--- config.mk ---
export PLATFORM = sky130hd
export DESIGN_NAME = radio_packet_event_controller
export DESIGN_NICKNAME = d
export VERILOG_FILES = /design/src/rpec_pkg.sv /design/src/rpec_cfg_regs.sv /design/src/rpec_core.sv /design/src/radio_packet_event_controller.sv
export SDC_FILE = /design/constraint.sdc
export NUM_CORES = 1
export LEC_CHECK = 0
export ABC_AREA = 0
export BUFFER_PORTS_ARGS = -buffer_cell sky130_fd_sc_hd__buf_2
export CORE_MARGIN = 10
export CORE_UTILIZATION = 30
export DETAILED_ROUTE_END_ITERATION = 16
export GPL_TIMING_DRIVEN = 0
export MAX_ROUTING_LAYER = met4
export PLACE_DENSITY = 0.52
export SYNTH_ARGS = -nofsm -noshare
export SYNTH_HDL_FRONTEND = slang
export SYNTH_SLANG_ARGS = --single-unit
--- constraint.sdc ---
create_clock -name clk -period 4 [get_ports clk]
set_input_delay 0.2 -clock clk [delete_from_list [all_inputs] [get_ports clk]]
set_output_delay 0.2 -clock clk [all_outputs]
set_load 0.02 [all_outputs]
--- src/rpec_pkg.sv ---
`timescale 1ns / 1ps
// ------------------------------------------------------------------------
// Radio packet event controller package
// Transaction types, register indexes, state codes and channel tables.
// ------------------------------------------------------------------------
package rpec_pkg;

  // Command codes carried in the op field.
  localparam logic [2:0] OP_START_RX   = 3'd0;
  localparam logic [2:0] OP_DISPATCH   = 3'd1;
  localparam logic [2:0] OP_EVENTS     = 3'd2;
  localparam logic [2:0] OP_DISABLE    = 3'd3;
  localparam logic [2:0] OP_SET_CHAN   = 3'd4;
  localparam logic [2:0] OP_TAKE_PKT   = 3'd5;

  // Configuration register indexes.
  localparam logic [1:0] CFG_PHY_MODE     = 2'd0;
  localparam logic [1:0] CFG_START_REPORT = 2'd1;
  localparam logic [1:0] CFG_END_REPORT   = 2'd2;

  // Radio state bits.
  localparam logic [2:0] ST_IDLE = 3'h0;
  localparam logic [2:0] ST_RX   = 3'h1;
  localparam logic [2:0] ST_TX   = 3'h2;
  localparam logic [2:0] ST_BUSY = 3'h4;

  // PHY mode that uses the 802.15.4 channel plan.
  localparam logic [2:0] PHY_IEEE154 = 3'd4;

  // Channel limits.
  localparam logic [7:0] BLE_CHAN_COUNT = 8'd40;
  localparam logic [7:0] IEEE_CHAN_MIN  = 8'd11;
  localparam logic [7:0] IEEE_CHAN_MAX  = 8'd26;
  localparam logic [4:0] IEEE_CHAN_BASE = 5'd10;

  typedef struct packed {
    logic [2:0]  op;
    logic        address_event;
    logic        end_event;
    logic        disabled_event;
    logic        crc_good;
    logic [31:0] time_now;
    logic [7:0]  channel_number;
  } in_t;

  typedef struct packed {
    logic [2:0]  radio_state;
    logic        start_report;
    logic        end_report;
    logic [31:0] report_time;
    logic        rx_pending;
    logic [31:0] crc_fail_count;
    logic [6:0]  freq_offset;
    logic        channel_bad;
    logic        refused;
  } out_t;

  typedef struct packed {
    logic [2:0] phy_mode;
    logic       start_report_enable;
    logic       end_report_enable;
  } cfg_t;

  // BLE channel index to frequency offset above 2400 MHz. Advertising
  // channels sit at the end of the index range.
  function automatic logic [6:0] ble_freq(input logic [5:0] ch);
    logic [6:0] f;
    begin
      case (ch)
        6'd0:  f = 7'd4;
        6'd1:  f = 7'd6;
        6'd2:  f = 7'd8;
        6'd3:  f = 7'd10;
        6'd4:  f = 7'd12;
        6'd5:  f = 7'd14;
        6'd6:  f = 7'd16;
        6'd7:  f = 7'd18;
        6'd8:  f = 7'd20;
        6'd9:  f = 7'd22;
        6'd10: f = 7'd24;
        6'd11: f = 7'd28;
        6'd12: f = 7'd30;
        6'd13: f = 7'd32;
        6'd14: f = 7'd34;
        6'd15: f = 7'd36;
        6'd16: f = 7'd38;
        6'd17: f = 7'd40;
        6'd18: f = 7'd42;
        6'd19: f = 7'd44;
        6'd20: f = 7'd46;
        6'd21: f = 7'd48;
        6'd22: f = 7'd50;
        6'd23: f = 7'd52;
        6'd24: f = 7'd54;
        6'd25: f = 7'd56;
        6'd26: f = 7'd58;
        6'd27: f = 7'd60;
        6'd28: f = 7'd62;
        6'd29: f = 7'd64;
        6'd30: f = 7'd66;
        6'd31: f = 7'd68;
        6'd32: f = 7'd70;
        6'd33: f = 7'd72;
        6'd34: f = 7'd74;
        6'd35: f = 7'd76;
        6'd36: f = 7'd78;
        6'd37: f = 7'd2;
        6'd38: f = 7'd26;
        6'd39: f = 7'd80;
        default: f = 7'd0;
      endcase
      return f;
    end
  endfunction

endpackage

--- src/rpec_cfg_regs.sv ---
`timescale 1ns / 1ps
// ------------------------------------------------------------------------
// Radio packet event controller configuration registers
// Decodes write transactions on the configuration port into the settings.
// ------------------------------------------------------------------------
module rpec_cfg_regs (
  input  logic               clk,
  input  logic               rst,
  input  logic               wr_en,
  input  logic [1:0]         wr_index,
  input  logic [2:0]         wr_data,
  output rpec_pkg::cfg_t     cfg
);

  // Register writes; an index beyond the list is dropped.
  always_ff @(posedge clk) begin
    if (rst) begin
      cfg <= '0;
    end else if (wr_en) begin
      case (wr_index)
        rpec_pkg::CFG_PHY_MODE:     cfg.phy_mode <= wr_data;
        rpec_pkg::CFG_START_REPORT: cfg.start_report_enable <= wr_data[0];
        rpec_pkg::CFG_END_REPORT:   cfg.end_report_enable <= wr_data[0];
        default: ;
      endcase
    end
  end

endmodule

--- src/rpec_core.sv ---
`timescale 1ns / 1ps
// ------------------------------------------------------------------------
// Radio packet event controller core
// Holds the radio state and computes the result of one command or event.
// ------------------------------------------------------------------------
module rpec_core (
  input  logic             clk,
  input  logic             rst,
  input  rpec_pkg::cfg_t   cfg,
  input  logic             step,
  input  rpec_pkg::in_t    item,
  output rpec_pkg::out_t   result
);

  logic [2:0]  mode_bits;
  logic [2:0]  mode_bits_next;
  logic        packet_waiting;
  logic        packet_waiting_next;
  logic [31:0] crc_fail_total;
  logic [31:0] crc_fail_total_next;
  logic [6:0]  current_freq;
  logic [6:0]  current_freq_next;

  logic [4:0]  ieee_offset;
  logic [6:0]  ieee_freq;

  // 802.15.4 frequency is five times the distance from channel ten.
  assign ieee_offset = item.channel_number[4:0] - rpec_pkg::IEEE_CHAN_BASE;
  assign ieee_freq   = {ieee_offset, 2'b00} + {2'b00, ieee_offset};

  // Next state and result for the item in the input register.
  always_comb begin
    logic       rep_start;
    logic       rep_end;
    logic       bad;
    logic       refuse;
    logic [2:0] m;
    rep_start           = 1'b0;
    rep_end             = 1'b0;
    bad                 = 1'b0;
    refuse              = 1'b0;
    m                   = mode_bits;
    packet_waiting_next = packet_waiting;
    crc_fail_total_next = crc_fail_total;
    current_freq_next   = current_freq;

    case (item.op)
      rpec_pkg::OP_START_RX, rpec_pkg::OP_DISPATCH: begin
        if (mode_bits != rpec_pkg::ST_IDLE) begin
          refuse = 1'b1;
        end else if (item.op == rpec_pkg::OP_START_RX) begin
          m = rpec_pkg::ST_RX;
        end else begin
          m = rpec_pkg::ST_TX;
        end
      end
      rpec_pkg::OP_EVENTS: begin
        // Address, end and disabled are handled in that order.
        if (item.address_event) begin
          m = m | rpec_pkg::ST_BUSY;
          rep_start = cfg.start_report_enable;
        end
        if (item.end_event) begin
          if (m == (rpec_pkg::ST_BUSY | rpec_pkg::ST_RX)) begin
            if (!item.crc_good) begin
              crc_fail_total_next = crc_fail_total + 32'd1;
            end else if (cfg.end_report_enable) begin
              packet_waiting_next = 1'b1;
              rep_end = 1'b1;
            end
          end else if (m == (rpec_pkg::ST_BUSY | rpec_pkg::ST_TX)) begin
            rep_end = cfg.end_report_enable;
          end
        end
        if (item.disabled_event) begin
          m = rpec_pkg::ST_IDLE;
        end
      end
      rpec_pkg::OP_DISABLE: begin
        m = rpec_pkg::ST_IDLE;
      end
      rpec_pkg::OP_SET_CHAN: begin
        if (cfg.phy_mode == rpec_pkg::PHY_IEEE154) begin
          if (item.channel_number >= rpec_pkg::IEEE_CHAN_MIN &&
              item.channel_number <= rpec_pkg::IEEE_CHAN_MAX) begin
            current_freq_next = ieee_freq;
          end else begin
            bad = 1'b1;
          end
        end else begin
          if (item.channel_number < rpec_pkg::BLE_CHAN_COUNT) begin
            current_freq_next = rpec_pkg::ble_freq(item.channel_number[5:0]);
          end else begin
            bad = 1'b1;
          end
        end
      end
      rpec_pkg::OP_TAKE_PKT: begin
        packet_waiting_next = 1'b0;
      end
      default: ;
    endcase

    mode_bits_next        = m;
    result.radio_state    = m;
    result.start_report   = rep_start;
    result.end_report     = rep_end;
    result.report_time    = (rep_start || rep_end) ? item.time_now : 32'd0;
    result.rx_pending     = packet_waiting_next;
    result.crc_fail_count = crc_fail_total_next;
    result.freq_offset    = current_freq_next;
    result.channel_bad    = bad;
    result.refused        = refuse;
  end

  // State registers advance once per processed transaction.
  always_ff @(posedge clk) begin
    if (rst) begin
      mode_bits      <= rpec_pkg::ST_IDLE;
      packet_waiting <= 1'b0;
      crc_fail_total <= 32'd0;
      current_freq   <= 7'd0;
    end else if (step) begin
      mode_bits      <= mode_bits_next;
      packet_waiting <= packet_waiting_next;
      crc_fail_total <= crc_fail_total_next;
      current_freq   <= current_freq_next;
    end
  end

endmodule

--- src/radio_packet_event_controller.sv ---
`timescale 1ns / 1ps
// An accepted transaction is held in the input register, and its result is then
// held in the result register. Throughput: one transaction per cycle; the input
// register feeds the state update logic and the result register, and both advance
// together whenever the result register is empty or being drained.
// Reset: synchronous, active high; clears the radio state, counters, settings
// and both valid flags.
// ------------------------------------------------------------------------
// Radio packet event controller
// Tracks the packet radio state, reports packet start and end, counts CRC
// failures and maps channel numbers to frequency offsets.
// ------------------------------------------------------------------------
module radio_packet_event_controller (
  input  logic             clk,
  input  logic             rst,
  input  logic             in_valid,
  output logic             in_ready,
  input  rpec_pkg::in_t    in_data,
  output logic             out_valid,
  input  logic             out_ready,
  output rpec_pkg::out_t   out_data,
  input  logic             cfg_valid,
  output logic             cfg_ready,
  input  logic [1:0]       cfg_index,
  input  logic [2:0]       cfg_data
);

  rpec_pkg::cfg_t cfg;
  rpec_pkg::in_t  stage_data;
  rpec_pkg::out_t core_result;
  logic           stage_valid;
  logic           advance;

  // Configuration writes are always taken.
  assign cfg_ready = 1'b1;

  rpec_cfg_regs u_cfg (
    .clk      (clk),
    .rst      (rst),
    .wr_en    (cfg_valid),
    .wr_index (cfg_index),
    .wr_data  (cfg_data),
    .cfg      (cfg)
  );

  // The input register moves into the result register when that is free.
  assign advance  = stage_valid && (!out_valid || out_ready);
  assign in_ready = !stage_valid || advance;

  always_ff @(posedge clk) begin
    if (rst) begin
      stage_valid <= 1'b0;
    end else if (in_ready) begin
      stage_valid <= in_valid;
    end
  end

  always_ff @(posedge clk) begin
    if (in_valid && in_ready) begin
      stage_data <= in_data;
    end
  end

  rpec_core u_core (
    .clk    (clk),
    .rst    (rst),
    .cfg    (cfg),
    .step   (advance),
    .item   (stage_data),
    .result (core_result)
  );

  // Result register holds until the downstream side takes it.
  always_ff @(posedge clk) begin
    if (rst) begin
      out_valid <= 1'b0;
    end else if (advance) begin
      out_valid <= 1'b1;
    end else if (out_ready) begin
      out_valid <= 1'b0;
    end
  end

  always_ff @(posedge clk) begin
    if (advance) begin
      out_data <= core_result;
    end
  end

endmodule

# Word level (Yosys, flattened, before mapping)
# Memory sizes are Yosys's and may differ from the RTL's. A register that Yosys moved wholly into a read port is not among the register bits.
# Index checks and enable logic that the tools add are counted.
# totals
regBits	176
latch_bits	0
ram_bits	0
romBits	384
inputBits	57
out_inout_bits	82
wordCells	92
n_memories	1
# memory_table
memory	words	word_bits	rd	rd_clocked_by_memory_dff	wr	line_no	rtl
(name not given)	64	6	1	1	0	rpec_pkg.sv:69	case (ch)
# classes
n_addsub	3
n_mul	0
div_mod_pow	0
order_cmp	3
eq_ne	10
shifts	0
muxes	34
n_bitwise	0
n_reduce_logical	16
# ops
cell	count
two-way mux 32 bit	4
adder 32 x 1 -> 32 bit, second input constant	1
two-way mux 7 bit	4
two-way mux 1 bit	18
equality test 3 bit, second input constant	5
two-way mux 3 bit	4
one-hot mux 3 bit (3 select lines)	1
>= comparator 8 x 4 -> 1 bit, second input constant	1
<= comparator 8 x 5 -> 1 bit, second input constant	1
< comparator 8 x 6 -> 1 bit, second input constant	1
adder 7 x 5 -> 7 bit	1
equality test 3 x 2 -> 1 bit, second input constant	2
two-way mux 6 bit	1
AND reduction 2 bit	3
subtractor 5 x 4 -> 5 bit, second input constant	1
equality test 3 x 1 -> 1 bit, second input constant	1
logical AND 1 bit	3
zero test 3 bit	1
logical OR 1 bit	3
nonzero test 3 bit	1
equality test 2 x 1 -> 1 bit, second input constant	1
equality test 2 bit, second input constant	1
zero test 1 bit	2
zero test 2 bit	1
other kinds (4)	4

# Depth between registers and ports, before layout
# Gate-level depths: netlist (run 1).
# logic_depth
ltp_word	8
depth_mapped	11
mapped_depth_nobuf	11

# Cells and area by module
# Synthesis (run 1) repeated with hierarchy kept, for this count alone.
# hier_totals
hier_cells	660
area_unflattened_um2	7841.3
# modules_own_cells
mod	instances	cells_each	area_each_um2	seq_area_each_um2
radio_packet_event_controller	1	138	3898.7	3823.7
rpec_core	1	501	3708.6	860.8
rpec_cfg_regs	1	21	234.0	100.1

# Least setup slack after synthesis (run 1)
# No wires, ideal clock.
# synth_timing
path_kind	flip-flop to flip-flop
startpoint	register out_valid
endpoint	register u_core.crc_fail_total[7]
setup_ns	0.128
arrival_ns	3.841
required_ns	3.872
slack_ns	0.031
stages_incl_launch_ff	8
path_buffers	1
synth_period_minus_slack_ns	3.969
cell_sequence	dfxtp_1 > nand2b_1 > nand2_1 > inv_2 > clkbuf_1 > nand4_1 > xor2_1 > nor2_1
# synth_via
elab_chain_cells	3
# synth_lines
item	line_no	rtl
from (decl)	radio_packet_event_controller.sv:19	output logic out_valid,
from (signal assigned)	radio_packet_event_controller.sv:76	out_valid <= 1'b0;
from (signal assigned)	radio_packet_event_controller.sv:78	out_valid <= 1'b1;
from (signal assigned)	radio_packet_event_controller.sv:80	out_valid <= 1'b0;
zero test 1 bit	radio_packet_event_controller.sv:47	assign advance = stage_valid && (!out_valid || out_ready);
logical OR 1 bit	radio_packet_event_controller.sv:47	
logical AND 1 bit	radio_packet_event_controller.sv:47	
via advance	radio_packet_event_controller.sv:32	logic advance;
to (signal assigned)	rpec_core.sv:126	crc_fail_total <= crc_fail_total_next;
to (decl)	rpec_core.sv:19	logic [31:0] crc_fail_total;
# The timed path passes the listed nets, and every way through them passes these cells.
# A chain may end at the register's enable or synchronous reset.

==> qor.csv, run 1 <==
stage;metric;value;unit
sta;hold_violations;0;
synth;syn_nets;740;
sta;layout_setup_ws;1.297;ns
global_route;grt_start_max_net_pins;58;
route;via_per_inst;4.691;
die;die_area;0.03367;mm2
clocking;clock-root-buffer;clkbuf_16;
synth;synth.area.top_cells;edfxtp_1 47%, dfxtp_1 14%, and2_1 3.3%, xor2_1 2.7%, nor2_1 2.4%;
die;die_y;183.5;um
synth;yosys-top-cells-count;126 x edfxtp_1, 56 x dfxtp_1, 52 x nor2_1;
sta;drv_slew;0;
synth;synth.most_common_cell;edfxtp_1;
die;core_area;0.02621;mm2
clocking;clk_latency;0.43;ns
setup_path;startpoint_type;register;
route;wl_per_cell;15.95;um
power;peakVddDrop;177.4;uV
synth;ys_types;70;
sta;max_clock_freq;0.3700;GHz
route;dr.first_iter.drc_count;351;
final_layout;syn_to_final_growth;27.46;%
placement;dp_slack;1.278;ns
power;p_leak;3.844;nW
synth;syn_area;0.008020;mm2
die;die_w;183.5;um
final_layout;final_util;0.3901;
final_layout;nets;946;
final_layout;drive_gt1_frac;0.2351;
sta;maxSlewHeadroom;0.4643;
clocking;cts.htree.levels;4;
sta;min_period_over_period;0.6757;
clocking;cts.clk_slew.worst_paths;0.07;ns
clocking;cts-buffers-inserted;17;
synth;syn_inst;671;
global_route;overflow;0;
placement;hpwl;13850;um
clocking;cts_hold_buf;48;
clocking;postCtsSetupBuffers;0;
setup_path;path_max_fanout;9;
sta;final.min_clock_period;2.703;ns
synth;synth_edf_count;126;
power;power_density;400.6;mW/mm2
die;rows;59;
global_route;grt_pass1_vias;5672;
sta;finalSetupViolCount;0;
global_route;grt_usage;0.1180;
synth;synth_seq_cells;182;
route;wl;19540;um
route;detail_route.first_pass.iterations;4;
synth;synth_ff_type;edfxtp_1;
route;ant_nets;0;
route;drc;0;
die;start_util;0.3060;
die;io_pins;139;
clocking;clockBufferDepth;2;
placement;globalplace.congestion;0.8220;
min_path;hold_path_class;in -> reg;
setup_path;cp_data_required_time;4.15;ns
synth;synth_top_area_frac;0.4718;
global_route;antenna_found_initial;1;
synth;synth.avg_cell_area;11.95;um2
clocking;clock-sinks;182;
synth;ys_warn_count;0;
setup_path;setup.worst_path.class;reg -> reg;
synth;synth_top_area_cell;edfxtp_1;
clocking;cts_resized;0;
synth;ys_seq_area_frac;0.6115;
placement;io_buffers;137;
power;power;0.004095;W
clocking;cts_tree;yes;
job;drv_cap;0;
sta;tightestPinTransition;0.8018;ns
setup_path;end_kind;register;
sta;fin_skew;0.02199;ns
global_route;grt_pass1_wl;30500;um
route;vias;5746;
sta;tns;0;ns
outcome;status;finished, final reports clean;
sta;rsz0062_at_grt;false;
synth;async_flop_share;0;
setup_path;arrival;2.85;ns
## path summary, 6_finish.rpt
kind | start | endpoint | slack [ns] | cells after the start
max | stage_data[1] | out_data[8] | 1.30 | 10
min | cfg_data[1] | u_cfg.cfg[3] | 0.01 | 3
max reg2reg | stage_data[1] | out_data[8] | 1.30 | 10
min reg2reg | u_core.packet_waiting | u_core.packet_waiting | 0.46 | 2
## per-layer routing
| layer | vias to the layer above | share of wire | wire (um) | GRT usage |
|---|---|---|---|---|
| met3 | 21 | 0.042 | 822 | 0.02490 |
| met4 | 0 | 0.019 | 363 | 0.04885 |
| met5 | - | 0 | 0 | - |
| met2 | 136 | 0.49 | 9482 | 0.1912 |
| li1 | 2876 | - | - | - |
| met1 | 2713 | 0.45 | 8867 | 0.1401 |
## per-stage QoR
stage | instances | instance area (um2) | hold WS, ns
after CTS | 1224 | 10220 | 0.0006891
after detailed placement | 1145 | 9176 | 0.3781
after floorplan | 671 | 8020 | 0.2989
final | 1225 | 10220 | 0.01478
after global placement | 1143 | 9125 | 0.3765
after global routing | 1225 | 10220 | 0.03482
## state kept, by name, indices dropped and copies added (netlist names), named ones only
| register | count |
|---|---|
| out_valid | 1 |
| stage_data | 47 |
| u_core.packet_waiting | 1 |
| stage_valid | 1 |
| u_core.mode_bits | 3 |
| u_core.crc_fail_total | 32 |
| u_cfg.cfg | 5 |
| u_core.current_freq | 7 |
| out_data | 79 |
## final cells by class
type                       count  area, um2
antenna                        1      2.502
buffer                        34      170.2
clock buffer                  17      425.4
clock inverter                14      137.6
fill                        2511      15980
inverter                      22      82.58
multi-input combinational    433       2867
sequential                   182       4905
tap                          335      419.2
timing repair buffer         187       1214
## kinds of logic (layout without fill, tap and decap cells)
family,count (synthesis),after routing,synth area share
compound gates,107,107,0.08939
other cells,1,2,0.0004676
buf+inv,56,274,0.03105
mux,17,17,0.02262
xor+xnor,45,45,0.04914
flops,182,182,0.6115
simple gates,251,251,0.1761
fa+ha+maj,12,12,0.01966
## report_power, final
group          internal, W  leakage [nW]  switching [W]
combinational     0.000144          1.93       0.000217
clock             0.000823         0.276       0.000790
sequential         0.00209          1.63      0.0000292
total              0.00306          3.84        0.00104
## cell usage in the layout, fill, tap and decap left out, drive strengths merged, types with 6 or more instances in the layout
cell type	instances
nand4	17
buf	157
o211ai	7
nand3	20
ha	11
a21oi	32
mux2	6
xnor2	20
o31ai	9
inv	29
and4	8
nand2b	7
dlygate4sd3	48
or4	8
o21ai	20
mux2i	11
dfxtp	56
xor2	25
nor2	52
edfxtp	126
nor3	14
nand2	38
nor2b	6
a32o	6
clkinv	7
clkbuf	33
or3	11
and2	42
## critical path: stages, from the launching register on
cell and delay [ns]:
edfxtp_1 0.55, inv_1 0.11, ha_1 0.22, xnor2_1 0.32, inv_1 0.12, fa_1 0.43, nor2b_1 0.13, o21ai_0 0.10
xor2_1 0.18, o2bb2ai_1 0.16, a22oi_1 0.10
(Power assumes the default switching activity.)
==> run 2: changes to the inputs <==
Settings changed: PLACE_DENSITY 0.52 to 0.5.
Clock period 4 ns to 2.7 ns, I/O delays scaled along.
==> qor.csv, run 2 (same netlist as run 1, synthesis figures left out) <==
stage;metric;value;unit
setup_path;ff2ff_setup_slack;0.21;ns
power;clockPowerShare;0.419;
job;drv_cap;0;
setup_path;arrival;2.65;ns
clocking;cts-buffers-inserted;17;
route;ant_nets;0;
route;drc;0;
route;vias;5687;
route;detail_route.first_pass.iterations;4;
setup_path;cp_data_required_time;2.86;ns
setup_path;r2r_cells;9;
sta;fin_skew;0.01575;ns
setup_path;crit_path_max_incr_delay;0.42;ns
route;wl_per_cell;15.62;um
setup_path;critPathLaunch;stage_data[1];
outcome;status;finished, final reports clean;
final_layout;biggestRegsByFlops;out_data x79, stage_data x47, u_core.crc_fail_total x32;
global_route;busiest_layer;met2;
setup_path;path_max_fanout;8;
die;rows;59;
die;core_area;0.02621;mm2
global_route;grt_usage;0.1173;
power;p_int;0.004641;W
setup_path;worstSetupPathDepth;9;
final_layout;final_cell_mix;150 x buf_2, 126 x edfxtp_1, 56 x dfxtp_1;
sta;min_period_over_period;0.9205;
power;seqPwrFrac;0.494;
final_layout;drive_gt1_frac;0.2450;
global_route;antenna_found_initial;1;
clocking;cts.htree.levels;4;
placement;globalplace.congestion;0.7994;
die;io_pins;139;
final_layout;regMostFlops;out_data;
sta;drv_slew;0;
final_layout;largest_reg_flops;79;
clocking;cts_tree;yes;
setup_path;cp_slowest_cell;edfxtp_1;
sta;tightestPinTransition;0.7323;ns
final_layout;layout_commonest_cell;buf_2;
clocking;cts.clk_slew.worst_paths;0.08;ns
power;power;0.006347;W
global_route;met3_usage;0.02688;
sta;hold_violations;0;
global_route;grtUsageMet1;0.1473;
setup_path;r2r_start;stage_data[1];
setup_path;reg2reg_to;out_data[8];
setup_path;end_kind;register;
placement;hpwl;13780;um
power;peakVddDrop;279.2;uV
sta;maxSlewHeadroom;0.5107;
final_layout;syn_to_final_growth;29.56;%
clocking;clock-root-buffer;clkbuf_16;
setup_path;startpoint_type;register;
placement;postPlaceCellArea;0.009176;mm2
global_route;grt_pass1_wl;30440;um
route;wl;19280;um
die;die_area;0.03367;mm2
setup_path;path_buf_inv;1;
power;power_density;610.8;mW/mm2
die;start_util;0.3060;
min_path;hold_path_class;in -> reg;
final_layout;nets;954;
power;p_leak;3.924;nW
clocking;clk_latency;0.44;ns
sta;rsz0062_at_grt;false;
global_route;grtUsageMet2;0.1833;
setup_path;crit_chain;buf_4, o21ai_0, xor2_1, ha_1, nor2b_1, o21ai_0, xor2_1, o2bb2ai_1, a22oi_1;
sta;final.min_clock_period;2.485;ns
global_route;grt_pass1_vias;5559;
final_layout;design_area;0.01039;mm2
power;p_sw;0.001706;W
die;die_y;183.5;um
clocking;clockBufferDepth;2;
global_route;grt_start_max_net_pins;58;
global_route;overflow;0;
setup_path;critical-path-top-delay-family;compound AO/OA/AOI/OAI gates;
sta;finalSetupViolCount;0;
power;p_sw_frac;0.2688;
die;die_w;183.5;um
setup_path;setup.worst_path.class;reg -> reg;
setup_path;cp-endpoint;out_data[8];
route;via_per_inst;4.609;
route;dr.first_iter.drc_count;375;
placement;io_buffers;137;
clocking;clock-sinks;182;
power;comb_power_share;0.087;
sta;max_clock_freq;0.4024;GHz
final_layout;final_util;0.3965;
==> run 2: cell types whose count changed in the layout (fill, tap and decap cells not counted), sizes merged <==
| cell | change |
|---|---|
| buf | +6 |
| inv | +5 |
| clkinv | -4 |
| dlygate4sd3 | +2 |
==> run 2: worst min-delay path by stage <==
stage | cells past startpoint | slack (ns) | start | end
global route | 4 | 0.10 | cfg_index[1] | u_cfg.cfg[0]
CTS | 4 | 0.07 | cfg_valid | u_cfg.cfg[1]
floorplan | 0 | 0.23 | in_data[0] | stage_data[0]
global placement | 1 | 0.31 | in_data[38] | stage_data[38]
detailed placement | 1 | 0.31 | in_data[6] | stage_data[6]
finish | 4 | 0.08 | cfg_valid | u_cfg.cfg[1]
==> run 2: what timing repair did <==
action,in CTS,in global routing
hold buffers,50,0
cloned,0,0
setup endpoints to repair,4,5
buffers inserted,1,5
hold endpoints to repair,52,0
resized for setup,1,3
==> run 2: final cells by class <==
cell class	instances	area, um2
Sequential cell	182	4905
Antenna cell	1	2.502
Buffer	34	170.2
Inverter	22	82.58
Tap cell	335	419.2
Fill cell	2540	15820
Timing Repair Buffer	195	1279
Clock buffer	17	425.4
Clock inverter	15	217.7
Multi-Input combinational cell	433	2890
==> run 2: tightest hold or removal path, delay by kind of cell <==
kind | cells | cell delay, ns
and+or+nand+nor | 2 | 0.17
buffers and inverters | 1 | 0.11
muxes | 1 | 0.07
==> run 2: power groups by stage <==
stage	clock network [W]	logic (W)	registers [W]
2_1_floorplan	0	0.000224	0.00327
3_3_place_gp	0	0.000472	0.00321
3_5_place_dp	0	0.000485	0.00320
4_1_cts	0.00275	0.000552	0.00314
5_1_grt	0.00286	0.000610	0.00315
6_report	0.00266	0.000552	0.00314
==> run 2: per-stage QoR <==
stage	setup TNS, ns	setup WS (ns)	hold slack (ns)	cells
after global routing	0	0.03718	0.1014	1234
after floorplan	0	0.07580	0.2339	671
after global placement	-61.07	-0.8234	0.3114	1143
after detailed placement	-0.1569	-0.08802	0.3131	1145
final	0	0.2146	0.08480	1234
after CTS	0	0.01792	0.06515	1228
==> run 2: per-layer routing <==
layer | up-vias | wire [um]
met1 | 2635 | 8952
met3 | 17 | 871
met2 | 128 | 9179
met4 | 0 | 271
met5 | - | 0
li1 | 2907 | -
==> run 3: changes to the inputs <==
==> constraint.sdc (replaced) <==
create_clock -name clk -period 2.7 [get_ports clk]
set_input_delay 0.54 -clock clk [delete_from_list [all_inputs] [get_ports clk]]
set_output_delay 0.54 -clock clk [all_outputs]
set_load 0.02 [all_outputs]
==> qor.csv, run 3 (same netlist as run 1, synthesis figures left out) <==
stage;metric;value;unit
sta;max_clock_freq;0.3961;GHz
final_layout;drive_gt1_frac;0.2594;
route;vias;5567;
die;io_pins;139;
sta;hold_violations;0;
setup_path;cp_data_required_time;3.03;ns
setup_path;arrival;2.86;ns
power;p_sw_frac;0.2732;
global_route;grt_pass1_wl;30100;um
route;via_per_inst;4.686;
min_path;hold_depth;1;
final_layout;fillers;2576;
global_route;grt_pass1_vias;5466;
final_layout;multi_input_area;0.002898;mm2
sta;maxSlewHeadroom;0.4522;
power;p_leak;3.712;nW
die;start_util;0.3060;
setup_path;ff2ff_setup_slack;0.18;ns
route;wl_per_cell;16.15;um
setup_path;path_max_fanout;5;
route;ant_nets;0;
global_route;busiest_layer;met2;
final_layout;final_cell_mix;150 x buf_2, 126 x edfxtp_1, 56 x dfxtp_1;
sta;drv_slew;0;
route;dr.first_iter.drc_count;306;
power;seqPwrFrac;0.497;
placement;dp_slack;-0.4163;ns
final_layout;stdcell_count;1188;
power;p_sw;0.001726;W
min_path;min_to;stage_data[9];
clocking;cts.htree.levels;4;
placement;dp_cells;1144;
die;core_area;0.02621;mm2
min_path;hold_path_class;in -> reg;
global_route;grtUsageMet2;0.1790;
clocking;cts_hold_buf;0;
setup_path;setup.worst_path.class;reg -> reg;
job;drv_cap;0;
setup_path;r2r_start;stage_data[2];
sta;finalSetupViolCount;0;
placement;globalplace.congestion;0.8175;
sta;final.min_clock_period;2.524;ns
global_route;overflow;0;
final_layout;biggestRegsByFlops;out_data x79, stage_data x47, u_core.crc_fail_total x32;
global_route;grt_usage;0.1168;
placement;hpwl;13780;um
sta;fin_skew;0.01679;ns
clocking;clock-sinks;182;
final_layout;largest_reg_flops;79;
setup_path;startpoint_type;register;
route;detail_route.first_pass.iterations;5;
min_path;hold_start;in_data[9];
die;die_w;183.5;um
global_route;grtUsageMet1;0.1465;
outcome;status;finished, final reports clean;
power;p_int;0.004592;W
final_layout;regMostFlops;out_data;
clocking;cts-buffers-inserted;17;
placement;io_buffers;137;
die;die_area;0.03367;mm2
route;wl;19180;um
clocking;clockBufferDepth;2;
power;comb_power_share;0.078;
final_layout;nets;904;
global_route;grt_start_max_net_pins;89;
sta;tns;0;ns
sta;tightestPinTransition;0.8199;ns
final_layout;seq_area;0.004905;mm2
clocking;clk_latency;0.45;ns
clocking;cts.clk_slew.worst_paths;0.09;ns
clocking;clock-root-buffer;clkbuf_16;
clocking;cts_tree;yes;
power;peakVddDrop;378.0;uV
setup_path;reg2reg_to;u_core.current_freq[6];
setup_path;r2r_cells;10;
die;die_y;183.5;um
die;rows;59;
final_layout;syn_to_final_growth;23.43;%
sta;hold_ws;0.2624;ns
route;drc;0;
sta;layout_setup_ws;0.1756;ns
setup_path;end_kind;register;
final_layout;layout_commonest_cell;buf_2;
sta;min_period_over_period;0.9350;
power;clockPowerShare;0.425;
global_route;met3_usage;0.03439;
power;power_density;638.2;mW/mm2
global_route;antenna_found_initial;5;
-- run 3: power groups by stage --
stage | sequential (W) | clock, W | combinational [W]
final | 0.00314 | 0.00268 | 0.000493
after CTS | 0.00314 | 0.00277 | 0.000490
after global placement | 0.00321 | 0 | 0.000471
after detailed placement | 0.00321 | 0 | 0.000480
after floorplan | 0.00327 | 0 | 0.000224
after global routing | 0.00315 | 0.00288 | 0.000549
-- run 3: worst max path at each step --
stage          slack (ns)          start                        to
4_1_cts              0.02    stage_valid                  register
2_1_floorplan        0.14      out_ready                  register
3_3_place_gp        -0.42      out_ready            stage_data[28]
5_1_grt           -0.0003  stage_data[2]               out_data[8]
3_5_place_dp        -0.42      out_ready  u_core.crc_fail_total[8]
6_report             0.18  stage_data[2]    u_core.current_freq[6]
-- run 3: cell type report --
type                       instances  share of cell area
clock inverter                    15             0.02250
timing repair buffer             145             0.07659
buffer                            34             0.01782
inverter                          22            0.008342
multi-input combinational        433              0.2927
clock buffer                      17             0.04297
tap                              335             0.04234
antenna                            5            0.001264
sequential                       182              0.4954
-- run 3: worst max-delay path: stages, from the launching register on --
cell       delay, ns
edfxtp_1        0.46
inv_1           0.09
ha_1            0.22
xnor2_2         0.25
inv_1           0.11
fa_1            0.44
nor2b_1         0.12
o21ai_0         0.10
xor2_1          0.18
o2bb2ai_1       0.15
a221oi_1        0.30
-- run 3: what timing repair did --
action,4_1_cts,5_1_grt
endpoints found under the setup margin,10,4
resized for setup,3,3
cloned,0,0
pin swaps,0,0
setup buffers,2,5
-- run 3: per-layer routing --
layer  vias up  share of wire
li1       2808              -
met1      2628           0.47
met2       115           0.47
met3        16          0.055
met4         0          0.011
met5         -              0
-- run 3: metrics by stage --
step | instance area [um2] | utilization | total power (W)
after global placement | 9129 | 0.3483 | 0.003680
final | 9899 | 0.3778 | 0.006318
after floorplan | 8024 | - | 0.003497
after global routing | 9899 | 0.3778 | 0.006582
after detailed placement | 9149 | 0.3491 | 0.003690
after CTS | 9832 | 0.3752 | 0.006403
